**src/design/ps2mt_pkg.sv**
```systemverilog
// Types and constants for the PS/2 mouse packet tracker.
package ps2mt_pkg;

    localparam int LIMIT_W = 12;
    localparam int OUT_W   = 12;

    localparam logic [LIMIT_W-1:0] X_LIMIT_RESET = 12'd784;
    localparam logic [LIMIT_W-1:0] Y_LIMIT_RESET = 12'd584;

    // Header byte bit positions.
    localparam int HDR_SYNC_BIT = 3;
    localparam int HDR_XSGN_BIT = 4;
    localparam int HDR_YSGN_BIT = 5;
    localparam int HDR_BTN1_BIT = 0;
    localparam int HDR_BTN2_BIT = 1;
    localparam int HDR_BTN3_BIT = 2;

    localparam logic [1:0] HELD_NONE = 2'd0;
    localparam logic [1:0] HELD_BTN1 = 2'd1;
    localparam logic [1:0] HELD_BTN2 = 2'd2;
    localparam logic [1:0] HELD_BTN3 = 2'd3;

    typedef enum logic [1:0] {
        PH_HEADER = 2'd0,
        PH_XBYTE  = 2'd1,
        PH_YBYTE  = 2'd2
    } t_phase;

    typedef enum logic {
        CFG_X_LIMIT = 1'b0,
        CFG_Y_LIMIT = 1'b1
    } t_cfg_idx;

    typedef struct packed {
        logic [7:0] header;
        logic [7:0] xbyte;
        logic [7:0] ybyte;
    } t_packet;

    typedef struct packed {
        logic [OUT_W-1:0] cursor_x;
        logic [OUT_W-1:0] cursor_y;
        logic [1:0]       held_button;
        logic             button_change;
        logic [2:0]       down_edges;
        logic [2:0]       up_edges;
    } t_result;

endpackage

```
**src/design/ps2mt_if.sv**
```systemverilog
// Channel interfaces of the PS/2 mouse packet tracker: bytes, results, configuration.
interface ps2mt_byte_if;
    logic       valid;
    logic       ready;
    logic [7:0] rx_byte;

    modport source (output valid, output rx_byte, input ready);
    modport sink   (input valid, input rx_byte, output ready);
endinterface

interface ps2mt_result_if;
    logic                         valid;
    logic                         ready;
    logic [ps2mt_pkg::OUT_W-1:0] cursor_x;
    logic [ps2mt_pkg::OUT_W-1:0] cursor_y;
    logic [1:0]                   held_button;
    logic                         button_change;
    logic [2:0]                   down_edges;
    logic [2:0]                   up_edges;

    modport source (
        output valid, output cursor_x, output cursor_y, output held_button,
        output button_change, output down_edges, output up_edges, input ready
    );
    modport sink (
        input valid, input cursor_x, input cursor_y, input held_button,
        input button_change, input down_edges, input up_edges, output ready
    );
endinterface

interface ps2mt_cfg_if;
    logic                           valid;
    logic                           ready;
    ps2mt_pkg::t_cfg_idx            index;
    logic [ps2mt_pkg::LIMIT_W-1:0] data;

    modport source (output valid, output index, output data, input ready);
    modport sink   (input valid, input index, input data, output ready);
endinterface

```
**src/design/ps2mt_framer.sv**
```systemverilog
// Three-byte packet framer: tracks the byte phase and registers each complete packet.
module ps2mt_framer (
    input  logic                i_clk,
    input  logic                i_rst_n,
    input  logic                i_valid,
    input  logic [7:0]          i_byte,
    input  logic                i_adv,
    output logic                o_ready,
    output logic                o_pkt_valid,
    output ps2mt_pkg::t_packet  o_pkt
);

    ps2mt_pkg::t_phase  r_phase, n_phase;
    logic [7:0]         r_header, n_header;
    logic [7:0]         r_xbyte, n_xbyte;
    logic               r_pkt_valid;
    ps2mt_pkg::t_packet r_pkt;
    logic               accept;
    logic               pkt_load;

    assign o_ready = !r_pkt_valid || i_adv;
    assign accept  = i_valid && o_ready;

    // Next phase.
    always_comb begin
        n_phase = r_phase;
        if (accept) begin
            case (r_phase)
                ps2mt_pkg::PH_HEADER: begin
                    if (i_byte[ps2mt_pkg::HDR_SYNC_BIT]) begin
                        n_phase = ps2mt_pkg::PH_XBYTE;
                    end
                end
                ps2mt_pkg::PH_XBYTE: n_phase = ps2mt_pkg::PH_YBYTE;
                ps2mt_pkg::PH_YBYTE: n_phase = ps2mt_pkg::PH_HEADER;
                default:             n_phase = ps2mt_pkg::PH_HEADER;
            endcase
        end
    end

    // Byte capture per phase. A header without the sync bit is still kept.
    always_comb begin
        n_header = r_header;
        n_xbyte  = r_xbyte;
        pkt_load = 1'b0;
        if (accept) begin
            case (r_phase)
                ps2mt_pkg::PH_HEADER: n_header = i_byte;
                ps2mt_pkg::PH_XBYTE:  n_xbyte  = i_byte;
                ps2mt_pkg::PH_YBYTE:  pkt_load = 1'b1;
                default:              pkt_load = 1'b0;
            endcase
        end
    end

    always_ff @(posedge i_clk) begin
        if (!i_rst_n) begin
            r_phase     <= ps2mt_pkg::PH_HEADER;
            r_header    <= 8'd0;
            r_xbyte     <= 8'd0;
            r_pkt_valid <= 1'b0;
        end else begin
            r_phase  <= n_phase;
            r_header <= n_header;
            r_xbyte  <= n_xbyte;
            if (pkt_load) begin
                r_pkt_valid <= 1'b1;
            end else if (i_adv) begin
                r_pkt_valid <= 1'b0;
            end
        end
    end

    always_ff @(posedge i_clk) begin
        if (pkt_load) begin
            r_pkt.header <= r_header;
            r_pkt.xbyte  <= r_xbyte;
            r_pkt.ybyte  <= i_byte;
        end
    end

    assign o_pkt_valid = r_pkt_valid;
    assign o_pkt       = r_pkt;

endmodule

```
**src/design/ps2mt_update.sv**
```systemverilog
// Position and button update: applies one packet and holds the result register.
module ps2mt_update #(
    parameter int COORD_BITS = 12
) (
    input  logic                              i_clk,
    input  logic                              i_rst_n,
    input  logic                              i_pkt_valid,
    input  ps2mt_pkg::t_packet                i_pkt,
    input  logic [ps2mt_pkg::LIMIT_W-1:0]     i_x_limit,
    input  logic [ps2mt_pkg::LIMIT_W-1:0]     i_y_limit,
    input  logic                              i_out_ready,
    output logic                              o_adv,
    output logic                              o_out_valid,
    output ps2mt_pkg::t_result                o_out
);

    localparam int SUM_W = COORD_BITS + 1;
    localparam int CMP_W = (COORD_BITS > ps2mt_pkg::LIMIT_W) ? COORD_BITS
                                                              : ps2mt_pkg::LIMIT_W;

    logic [COORD_BITS-1:0] r_pos_x, r_pos_y;
    logic [2:0]            r_prev;
    logic                  r_out_valid;
    ps2mt_pkg::t_result    r_out;

    logic [SUM_W-1:0]  x_sum, y_sum;
    logic [CMP_W-1:0]  x_ext, y_ext, x_lim, y_lim;
    logic [CMP_W-1:0]  x_low, y_low, x_new, y_new;
    logic [1:0]        held;
    logic [2:0]        pattern;
    ps2mt_pkg::t_result n_out;
    logic              load;

    assign o_adv = !r_out_valid || i_out_ready;
    assign load  = i_pkt_valid && o_adv;

    // X moves by the signed delta, Y against it; the extra sum bit absorbs the 256 offset.
    always_comb begin
        x_sum = SUM_W'(r_pos_x) + SUM_W'(i_pkt.xbyte);
        if (i_pkt.header[ps2mt_pkg::HDR_XSGN_BIT]) begin
            x_sum = x_sum - SUM_W'(256);
        end
        y_sum = SUM_W'(r_pos_y) - SUM_W'(i_pkt.ybyte);
        if (i_pkt.header[ps2mt_pkg::HDR_YSGN_BIT]) begin
            y_sum = y_sum + SUM_W'(256);
        end
    end

    // Clamp to one first, then to the limit, so a zero limit gives zero.
    always_comb begin
        x_ext = CMP_W'(x_sum[COORD_BITS-1:0]);
        y_ext = CMP_W'(y_sum[COORD_BITS-1:0]);
        x_lim = CMP_W'(i_x_limit);
        y_lim = CMP_W'(i_y_limit);
        x_low = (x_ext == '0) ? CMP_W'(1) : x_ext;
        y_low = (y_ext == '0) ? CMP_W'(1) : y_ext;
        x_new = (x_low > x_lim) ? x_lim : x_low;
        y_new = (y_low > y_lim) ? y_lim : y_low;
    end

    // The highest numbered pressed button wins.
    always_comb begin
        if (i_pkt.header[ps2mt_pkg::HDR_BTN3_BIT]) begin
            held = ps2mt_pkg::HELD_BTN3;
        end else if (i_pkt.header[ps2mt_pkg::HDR_BTN2_BIT]) begin
            held = ps2mt_pkg::HELD_BTN2;
        end else if (i_pkt.header[ps2mt_pkg::HDR_BTN1_BIT]) begin
            held = ps2mt_pkg::HELD_BTN1;
        end else begin
            held = ps2mt_pkg::HELD_NONE;
        end
        pattern = {held == ps2mt_pkg::HELD_BTN3, held == ps2mt_pkg::HELD_BTN2,
                   held == ps2mt_pkg::HELD_BTN1};
    end

    always_comb begin
        n_out.cursor_x      = x_new[ps2mt_pkg::OUT_W-1:0];
        n_out.cursor_y      = y_new[ps2mt_pkg::OUT_W-1:0];
        n_out.held_button   = held;
        n_out.button_change = (pattern != r_prev);
        n_out.down_edges    = pattern & ~r_prev;
        n_out.up_edges      = r_prev & ~pattern;
    end

    always_ff @(posedge i_clk) begin
        if (!i_rst_n) begin
            r_pos_x     <= '0;
            r_pos_y     <= '0;
            r_prev      <= 3'd0;
            r_out_valid <= 1'b0;
        end else begin
            if (o_adv) begin
                r_out_valid <= i_pkt_valid;
            end
            if (load) begin
                r_pos_x <= x_new[COORD_BITS-1:0];
                r_pos_y <= y_new[COORD_BITS-1:0];
                r_prev  <= pattern;
            end
        end
    end

    always_ff @(posedge i_clk) begin
        if (load) begin
            r_out <= n_out;
        end
    end

    assign o_out_valid = r_out_valid;
    assign o_out       = r_out;

endmodule

```
**src/design/ps2_mouse_packet_tracker_top.sv**
```systemverilog
// A result passes the packet register and then the result register after the request carrying the Y byte is accepted.
// Throughput: one byte per cycle while the framer is ready; the packet register and the result register each
// advance whenever the stage after them is empty or being drained.
// A packet yields one result, so results come at most once per three accepted bytes.
// Reset (synchronous, active low) returns the framer to header search, clears position
// and button history, and loads the X and Y limits with 784 and 584.
module ps2_mouse_packet_tracker_top #(
    parameter int COORD_BITS = 12
) (
    input  logic         i_clk,
    input  logic         i_rst_n,
    ps2mt_byte_if.sink   i_rx,
    ps2mt_cfg_if.sink    i_cfg,
    ps2mt_result_if.source o_res
);

    logic [ps2mt_pkg::LIMIT_W-1:0] r_x_limit, r_y_limit;
    logic                          pkt_valid;
    ps2mt_pkg::t_packet            pkt;
    logic                          adv;
    ps2mt_pkg::t_result            res;

    assign i_cfg.ready = 1'b1;

    always_ff @(posedge i_clk) begin
        if (!i_rst_n) begin
            r_x_limit <= ps2mt_pkg::X_LIMIT_RESET;
            r_y_limit <= ps2mt_pkg::Y_LIMIT_RESET;
        end else if (i_cfg.valid) begin
            case (i_cfg.index)
                ps2mt_pkg::CFG_X_LIMIT: r_x_limit <= i_cfg.data;
                ps2mt_pkg::CFG_Y_LIMIT: r_y_limit <= i_cfg.data;
                default: begin
                    r_x_limit <= r_x_limit;
                end
            endcase
        end
    end

    ps2mt_framer u_framer (
        .i_clk       (i_clk),
        .i_rst_n     (i_rst_n),
        .i_valid     (i_rx.valid),
        .i_byte      (i_rx.rx_byte),
        .i_adv       (adv),
        .o_ready     (i_rx.ready),
        .o_pkt_valid (pkt_valid),
        .o_pkt       (pkt)
    );

    ps2mt_update #(
        .COORD_BITS (COORD_BITS)
    ) u_update (
        .i_clk       (i_clk),
        .i_rst_n     (i_rst_n),
        .i_pkt_valid (pkt_valid),
        .i_pkt       (pkt),
        .i_x_limit   (r_x_limit),
        .i_y_limit   (r_y_limit),
        .i_out_ready (o_res.ready),
        .o_adv       (adv),
        .o_out_valid (o_res.valid),
        .o_out       (res)
    );

    assign o_res.cursor_x      = res.cursor_x;
    assign o_res.cursor_y      = res.cursor_y;
    assign o_res.held_button   = res.held_button;
    assign o_res.button_change = res.button_change;
    assign o_res.down_edges    = res.down_edges;
    assign o_res.up_edges      = res.up_edges;

endmodule

```
**src/flat_wrapper.sv**
```systemverilog
// flat-port wrapper written by rule: the top's interface ports become plain ports
module ps2_mouse_packet_tracker_top_flat 
#(
    parameter int COORD_BITS = 12
)
  (i_clk, i_rst_n, i_rx_valid, i_rx_rx_byte, i_rx_ready, i_cfg_valid, i_cfg_index, i_cfg_data, i_cfg_ready, o_res_valid, o_res_cursor_x, o_res_cursor_y, o_res_held_button, o_res_button_change, o_res_down_edges, o_res_up_edges, o_res_ready);
  ps2mt_byte_if i_rx_i ();
  ps2mt_cfg_if i_cfg_i ();
  ps2mt_result_if o_res_i ();
  input  logic i_clk;
  input  logic i_rst_n;
  input wire logic [$bits(i_rx_i.valid)-1:0] i_rx_valid;
  input wire logic [$bits(i_rx_i.rx_byte)-1:0] i_rx_rx_byte;
  output wire logic [$bits(i_rx_i.ready)-1:0] i_rx_ready;
  input wire logic [$bits(i_cfg_i.valid)-1:0] i_cfg_valid;
  input wire logic [$bits(i_cfg_i.index)-1:0] i_cfg_index;
  input wire logic [$bits(i_cfg_i.data)-1:0] i_cfg_data;
  output wire logic [$bits(i_cfg_i.ready)-1:0] i_cfg_ready;
  output wire logic [$bits(o_res_i.valid)-1:0] o_res_valid;
  output wire logic [$bits(o_res_i.cursor_x)-1:0] o_res_cursor_x;
  output wire logic [$bits(o_res_i.cursor_y)-1:0] o_res_cursor_y;
  output wire logic [$bits(o_res_i.held_button)-1:0] o_res_held_button;
  output wire logic [$bits(o_res_i.button_change)-1:0] o_res_button_change;
  output wire logic [$bits(o_res_i.down_edges)-1:0] o_res_down_edges;
  output wire logic [$bits(o_res_i.up_edges)-1:0] o_res_up_edges;
  input wire logic [$bits(o_res_i.ready)-1:0] o_res_ready;
  assign i_rx_i.valid = i_rx_valid;
  assign i_rx_i.rx_byte = i_rx_rx_byte;
  assign i_rx_ready = i_rx_i.ready;
  assign i_cfg_i.valid = i_cfg_valid;
  assign i_cfg_i.index = i_cfg_index;
  assign i_cfg_i.data = i_cfg_data;
  assign i_cfg_ready = i_cfg_i.ready;
  assign o_res_valid = o_res_i.valid;
  assign o_res_cursor_x = o_res_i.cursor_x;
  assign o_res_cursor_y = o_res_i.cursor_y;
  assign o_res_held_button = o_res_i.held_button;
  assign o_res_button_change = o_res_i.button_change;
  assign o_res_down_edges = o_res_i.down_edges;
  assign o_res_up_edges = o_res_i.up_edges;
  assign o_res_i.ready = o_res_ready;
  ps2_mouse_packet_tracker_top #(.COORD_BITS(COORD_BITS)) u_core (.i_clk(i_clk), .i_rst_n(i_rst_n), .i_rx(i_rx_i), .i_cfg(i_cfg_i), .o_res(o_res_i));
endmodule
```
**config.mk**
```make
export PLATFORM = sky130hd
export DESIGN_NAME = ps2_mouse_packet_tracker_top_flat
export DESIGN_NICKNAME = d
export VERILOG_FILES = /design/src/design/ps2mt_pkg.sv /design/src/design/ps2mt_if.sv /design/src/design/ps2mt_framer.sv /design/src/design/ps2mt_update.sv /design/src/design/ps2_mouse_packet_tracker_top.sv /design/src/flat_wrapper.sv
export SDC_FILE = /design/constraint.sdc
export NUM_CORES = 1
export LEC_CHECK = 0
export BUFFER_PORTS_ARGS = -buffer_cell sky130_fd_sc_hd__clkbuf_2
export CAP_MARGIN = 40
export CELL_PAD_IN_SITES_DETAIL_PLACEMENT = 1
export CELL_PAD_IN_SITES_GLOBAL_PLACEMENT = 1
export CORE_MARGIN = 2
export CORE_UTILIZATION = 35
export DETAILED_ROUTE_END_ITERATION = 16
export MAX_ROUTING_LAYER = met4
export PLACE_DENSITY = 0.69
export SLEW_MARGIN = 40
export SYNTH_ARGS = -nofsm -noshare
export SYNTH_HDL_FRONTEND = slang
export SYNTH_SLANG_ARGS = --single-unit
export TNS_END_PERCENT = 10
```
**constraint.sdc**
```tcl
create_clock -name i_clk -period 6.45 [get_ports i_clk]
set_input_delay 1.29 -clock i_clk [delete_from_list [all_inputs] [get_ports i_clk]]
set_output_delay 1.29 -clock i_clk [all_outputs]
set_load 0.1 [all_outputs]
```
== Yosys cells after proc, flatten, opt, wreduce, memory -nomap -nowiden ==
Cells that the tools add are included.
Storage, ports and cells
  flip-flop bits (word level): 124
  latch bits: 0
  RAM bits: 0
  ROM bits: 0
  output and inout bits: 36
  logic and storage cells: 67
  memories kept: 0
Operators by class
  $add $sub $neg: 4
  multipliers: 0
  divide/modulo/power cells: 0
  $lt $le $gt $ge: 2
  equality and inequality tests: 7
  shift operators: 0
  multiplexer cells: 15
  bitwise logic cells: 5
  reduce and logical (&&, ||, !) cells: 15
Operator list (count)
  12-bit two-way mux: 6
  12-bit greater-than comparator: 2
  12-bit zero test: 2
  12-bit by 8-bit adder with 12-bit output: 1
  12-bit by 9-bit adder with 12-bit output, second input constant: 1
  12-bit by 8-bit subtractor with 12-bit output: 1
  12-bit by 9-bit subtractor with 12-bit output, second input constant: 1
  2-bit AND reduction: 5
  3-bit bitwise AND: 2
  2-bit == test, second input constant: 3
  2-bit two-way mux: 3
  3-bit inverter: 2
  1-bit two-way mux: 5
  2-bit by 1-bit == test with 1-bit output, second input constant: 2
  2-bit case mux with 2 select lines: 1
  3-bit inequality test: 1
  1-bit logical AND: 2
  1-bit zero test: 2
  2-bit zero test: 1
  1-bit logical OR: 2
  2-bit inequality test, second input constant: 1
  2-bit nonzero test: 1
  1-bit inverter: 1

== Longest topological paths before layout ==
  depth after elaboration: 7
  gate-level depth with buffers: 26
  depth with buffers taken out: 25

== Hierarchy ==
A second synthesis with hierarchy kept.
Second synthesis, totals
  cell total of the unflattened synthesis: 653
  area total of the unflattened synthesis: 6653.9 µm²
By module, submodules not included
  ps2mt_update: instances 1, cells an instance 451, area each 4180.3 µm², seq. area each 1551.5 µm²
  ps2mt_framer: instances 1, cells an instance 100, area each 1502.7 µm², seq. area each 1101.1 µm²
  ps2_mouse_packet_tracker_top: instances 1, cells an instance 102, area each 970.9 µm², seq. area each 480.5 µm²

== Worst setup path after synthesis ==
Ideal clock, no wire load.
  kind: register -> register
  from: register u_core.u_framer.r_pkt (netlist bit u_core.u_framer.o_pkt[12])
  to: register u_core.u_update.r_pos_x[10]
  library setup time: 0.115 ns
  arrival: 4.902 ns
  path slack: 1.433 ns
  cell stages (with the launch flop): 19
  cell sequence: edfxtp_1 -> ha_1 -> and2_4 -> a221oi_4 -> nand2_2 -> xor2_1 -> or4_1 -> or4b_1 -> or4_1 -> nor2b_1 -> ha_1 -> nor2b_1 -> o211ai_1 -> a211oi_1 -> a211oi_1 -> a21oi_1 -> clkbuf_1 -> mux2_2 -> o21ba_2
RTL lines
  from (decl): RTL line ps2mt_framer.sv:17  | ps2mt_pkg::t_packet r_pkt;
  to (signal assigned): RTL line ps2mt_update.sv:96  | r_pos_x <= x_new[COORD_BITS-1:0];
  to (decl): RTL line ps2mt_update.sv:21  | logic [COORD_BITS-1:0] r_pos_x, r_pos_y;

==> results.md <==
- Status: finished, final reports clean
- Largest net degree at the start of global routing: slightly below 50
- HPWL Detailed: 12800 um
- MaxCap Viol Count: 0
- Via/cell ratio: approximately 5.2
- Synthesis-to-layout area growth: 17.8%
- HP Start: u_core.u_framer.r_header[0]
- Worst flop-to-flop path endpoint: u_core.u_update.r_pos_x[5]
- Leak Pwr: 3.04 nW
- Maximum clock rate: about 0.18 GHz
- Ant. Diodes: 0
- Avg WL per Cell: 18.0 um
- Adder-Cell Fraction of Synth Area: 9.91%
- Worst-path clk slew: around 60 ps
- Hold Crit Class: reg2reg
- Die area: between 15000 and 20000 um2
- Post-CTS Setup Repair Bufs: 0
- CTS Buffer Depth: 2
- Worst R2R Path Depth: 21
- Yosys warns: 0
- Syn Area/Cell: 9.77 um2
- Post-route clock skew: between 7 and 8 ps
- Final period util: between 80% and 90%
- Async S/R FF share, synth: 0%
- Util after Layout: 41.8%
- GR Overflow Total: 0
- GRT Util Overall: approximately a fifth
- Core area: ~18000 um2
- Compound-Gate Fraction of Synth Area: between 10% and 20%
- H-tree levels: 4
- Worst setup EP type: flop
- Worst hold slack: 433 ps
- Setup TNS: 0 ps
- Pwr dens: about 260 nW/um2
- Post-Synth XOR/XNOR Area: slightly below 3%
- Post-route antenna net violation count: 0
- Mapped cell area: roughly 6300 um2
- Horiz. Die Dim: between 100 and 150 um
- Post-Syn Nets: between 700 and 800
- IO Count: slightly above 60
- Period minus WS final: around 5600 ps
- Cts hold-fix bufs: 0
- Max Slew Vio Count: 0
- Slowest CP cell: or4_1
- Post-cts resize count: 0
- Post-synth EDFFs: 54
- Chip height: between 100 and 150 um
- Placer Congestion: 0.908
- Ratio of cells with drive above 1 in the final layout: about a fifth
- Mapped Cells: between 600 and 700
- Worst vdd ir: between 0.15 and 0.2 mV
- Top_reg_cell synth: dfxtp_1
- Final routed DRC violation total: 0
- CP Launch Type: flop
- Initial Utilization: a little over a third
- #FFs+latches synth: around 120
- CTS root buffer: clkbuf_16
- Final nets: a little under 800
- Detailed Route Iter0 Violations: 239
- Clock sinks: around 120
- Initial antenna violation count: 0
- Number of global-route vias before repair: 5295
- Hold path depth: 0
- Commonest cells after routing, fill and taps aside: 76 x nand2_1, 68 x dfxtp_1, 62 x nor2_1
- Critical Path Max Stage Delay: just over 600 ps
- Worst EP arrival: just under 6000 ps
- Total Wirelength: between 15000 and 20000 um
- Worst r2r src: u_core.u_update.r_pos_x[0]
- I/O Buffers: 60
- TritonCTS buffer count: 17
- Final Hold Viols: 0
- First-pass GRT wire length: 27900 um
- Synth cell types: 63
- Placed cell count: roughly 920
- RSZ-0062 raised after global routing: false
- Kind of critical path: reg2reg
- Most common cell after layout, fill and taps aside: nand2_1
- Simple-Gate Fraction of Synth Area: 16.7%
- Slew at the pin with the worst max-slew slack: approximately 700 ps
- Detailed Routing Iterations Pass 1: 4
- Crit path top cell by count: nor2b_1
- Sequential element share of the synthesized area: between 40% and 50%
- Core Rows: 49
- Headroom to the max-slew limit: a little over half
- Clk_lat worst skew: roughly 430 ps
- Final setup violation count: 0
- Reg2reg setup slack: about 810 ps
- Fillcell total: approximately 2000
- CTS tree: done
- Hold worst-path end: u_core.u_framer.o_pkt[16]
- Req. time, crit path: slightly below 7000 ps
- Critical-path cell list: ha_1, inv_1, fa_1, nor2b_1, o211ai_1, a22oi_2, a221oi_1, a2111oi_0, a311oi_1, or4_1, nor2b_1, ha_1, nor2b_1, o211ai_1, a211oi_1, a211oi_1, a21oi_1, buf_4, mux2_2, nor2_1, nor3_1
- Via count: between 4000 and 5000
- Largest family of logic cells by synthesized area: simple AND/OR/NAND/NOR gates
- CP Max Fanout: 10
- Post-synthesis mux area share: 6.37%
- Fin cells: 949
[cells in the mapped netlist, types with 3 or more instances]
| library cell | number | area [um2] |
|---|---|---|
| nand2_1 | 76 | 285 |
| dfxtp_1 | 68 | 1360 |
| nor2_1 | 62 | 233 |
| edfxtp_1 | 54 | 1620 |
| inv_1 | 52 | 195 |
| ha_1 | 47 | 588 |
| a21oi_1 | 46 | 230 |
| clkbuf_1 | 22 | 82.6 |
| nor3_1 | 21 | 105 |
| mux2_2 | 19 | 214 |
| mux2i_1 | 19 | 190 |
| xnor2_1 | 16 | 140 |
| a21o_1 | 13 | 97.6 |
| o211ai_1 | 11 | 82.6 |
| nand2b_1 | 9 | 56.3 |
| nor2b_1 | 9 | 56.3 |
| a211oi_1 | 8 | 60.1 |
| nand3_1 | 8 | 40.0 |
| o21ai_0 | 8 | 40.0 |
| or3_1 | 7 | 43.8 |
| nand4_1 | 6 | 37.5 |
| a31oi_1 | 5 | 31.3 |
| or2_2 | 5 | 31.3 |
| or4_1 | 5 | 37.5 |
| xor2_1 | 5 | 43.8 |
| buf_1 | 3 | 11.3 |
[per-layer routing]
metal | GRT usage, % | vias up | part of all wire [%]
li1 | - | 2407 | -
met1 | 24.0 | 2428 | 47
met2 | 30.6 | 93 | 48
met3 | 4.11 | 23 | 3.6
met4 | 6.77 | 0 | 1.6
met5 | - | - | 0
[per-stage QoR]
stage	instance area [um2]	total power, mW	setup WS (ps)
detailed placement	6870	1.02	956
CTS	7460	1.99	875
global route	7470	2.04	331
floorplan	6340	0.967	1430
global placement	6860	1.01	1080
finish	7470	1.96	806
[area by class of cell]
| type | instances | area, um2 | area share (%) |
|---|---|---|---|
| multi-input combinational | 449 | 3070 | 41.1 |
| clock inverter | 14 | 163 | 2.18 |
| inverter | 52 | 198 | 2.65 |
| sequential | 122 | 2980 | 40.0 |
| timing repair buffer | 65 | 338 | 4.52 |
| tap | 229 | 287 | 3.84 |
| clock buffer | 18 | 429 | 5.75 |
[critical path: cells and delay by family, from the launching register on]
family                     cells  cell delay (ps)
DFF                            1              350
and+or+nand+nor                6             1250
AOI/OAI and AO/OA              9             2430
buffers and inverters          2              360
adders and majority gates      3              770
muxes                          1              360
[report_power, final]
part	leakage [nW]	switching, mW	total, mW	internal (mW)
clock	0.276	0.380	0.956	0.576
combinational	1.74	0.103	0.167	0.0639
sequential	1.03	0.0130	0.838	0.825
[state kept, by name, indices dropped and copies added, names as in the netlist, 3 cells and up]
name                      flops
u_core.r_x_limit             12
u_core.r_y_limit             12
u_core.u_framer.o_pkt        21
u_core.u_framer.r_header      5
u_core.u_framer.r_xbyte       8
u_core.u_update.o_out        33
u_core.u_update.r_pos_x      12
u_core.u_update.r_pos_y      12
u_core.u_update.r_prev        3
[cells by family (layout without fill, tap and decap cells)]
| family | after synthesis | in the layout |
|---|---|---|
| buf+inv | 78 | 149 |
| compound gates | 116 | 116 |
| flops | 122 | 122 |
| other cells | 1 | 1 |
| xor+xnor | 21 | 21 |
| mux | 38 | 38 |
| fa+ha+maj | 49 | 49 |
| simple gates | 224 | 224 |
[worst max-delay path by stage]
stage	endpoint	slack, ps	start	depth (start not counted)
floorplan	u_core.u_update.r_pos_x[10]	1430	u_core.u_framer.o_pkt[12]	18
global placement	u_core.u_update.r_pos_y[5]	1080	u_core.u_update.r_pos_y[0]	26
detailed placement	u_core.u_update.r_pos_x[3]	960	u_core.u_update.r_pos_x[0]	21
CTS	u_core.u_update.r_pos_x[3]	880	u_core.u_update.r_pos_x[0]	21
global route	u_core.u_update.r_pos_x[5]	330	u_core.u_update.r_pos_x[0]	21
finish	u_core.u_update.r_pos_x[5]	810	u_core.u_update.r_pos_x[0]	21
(Power assumes the default switching activity.)
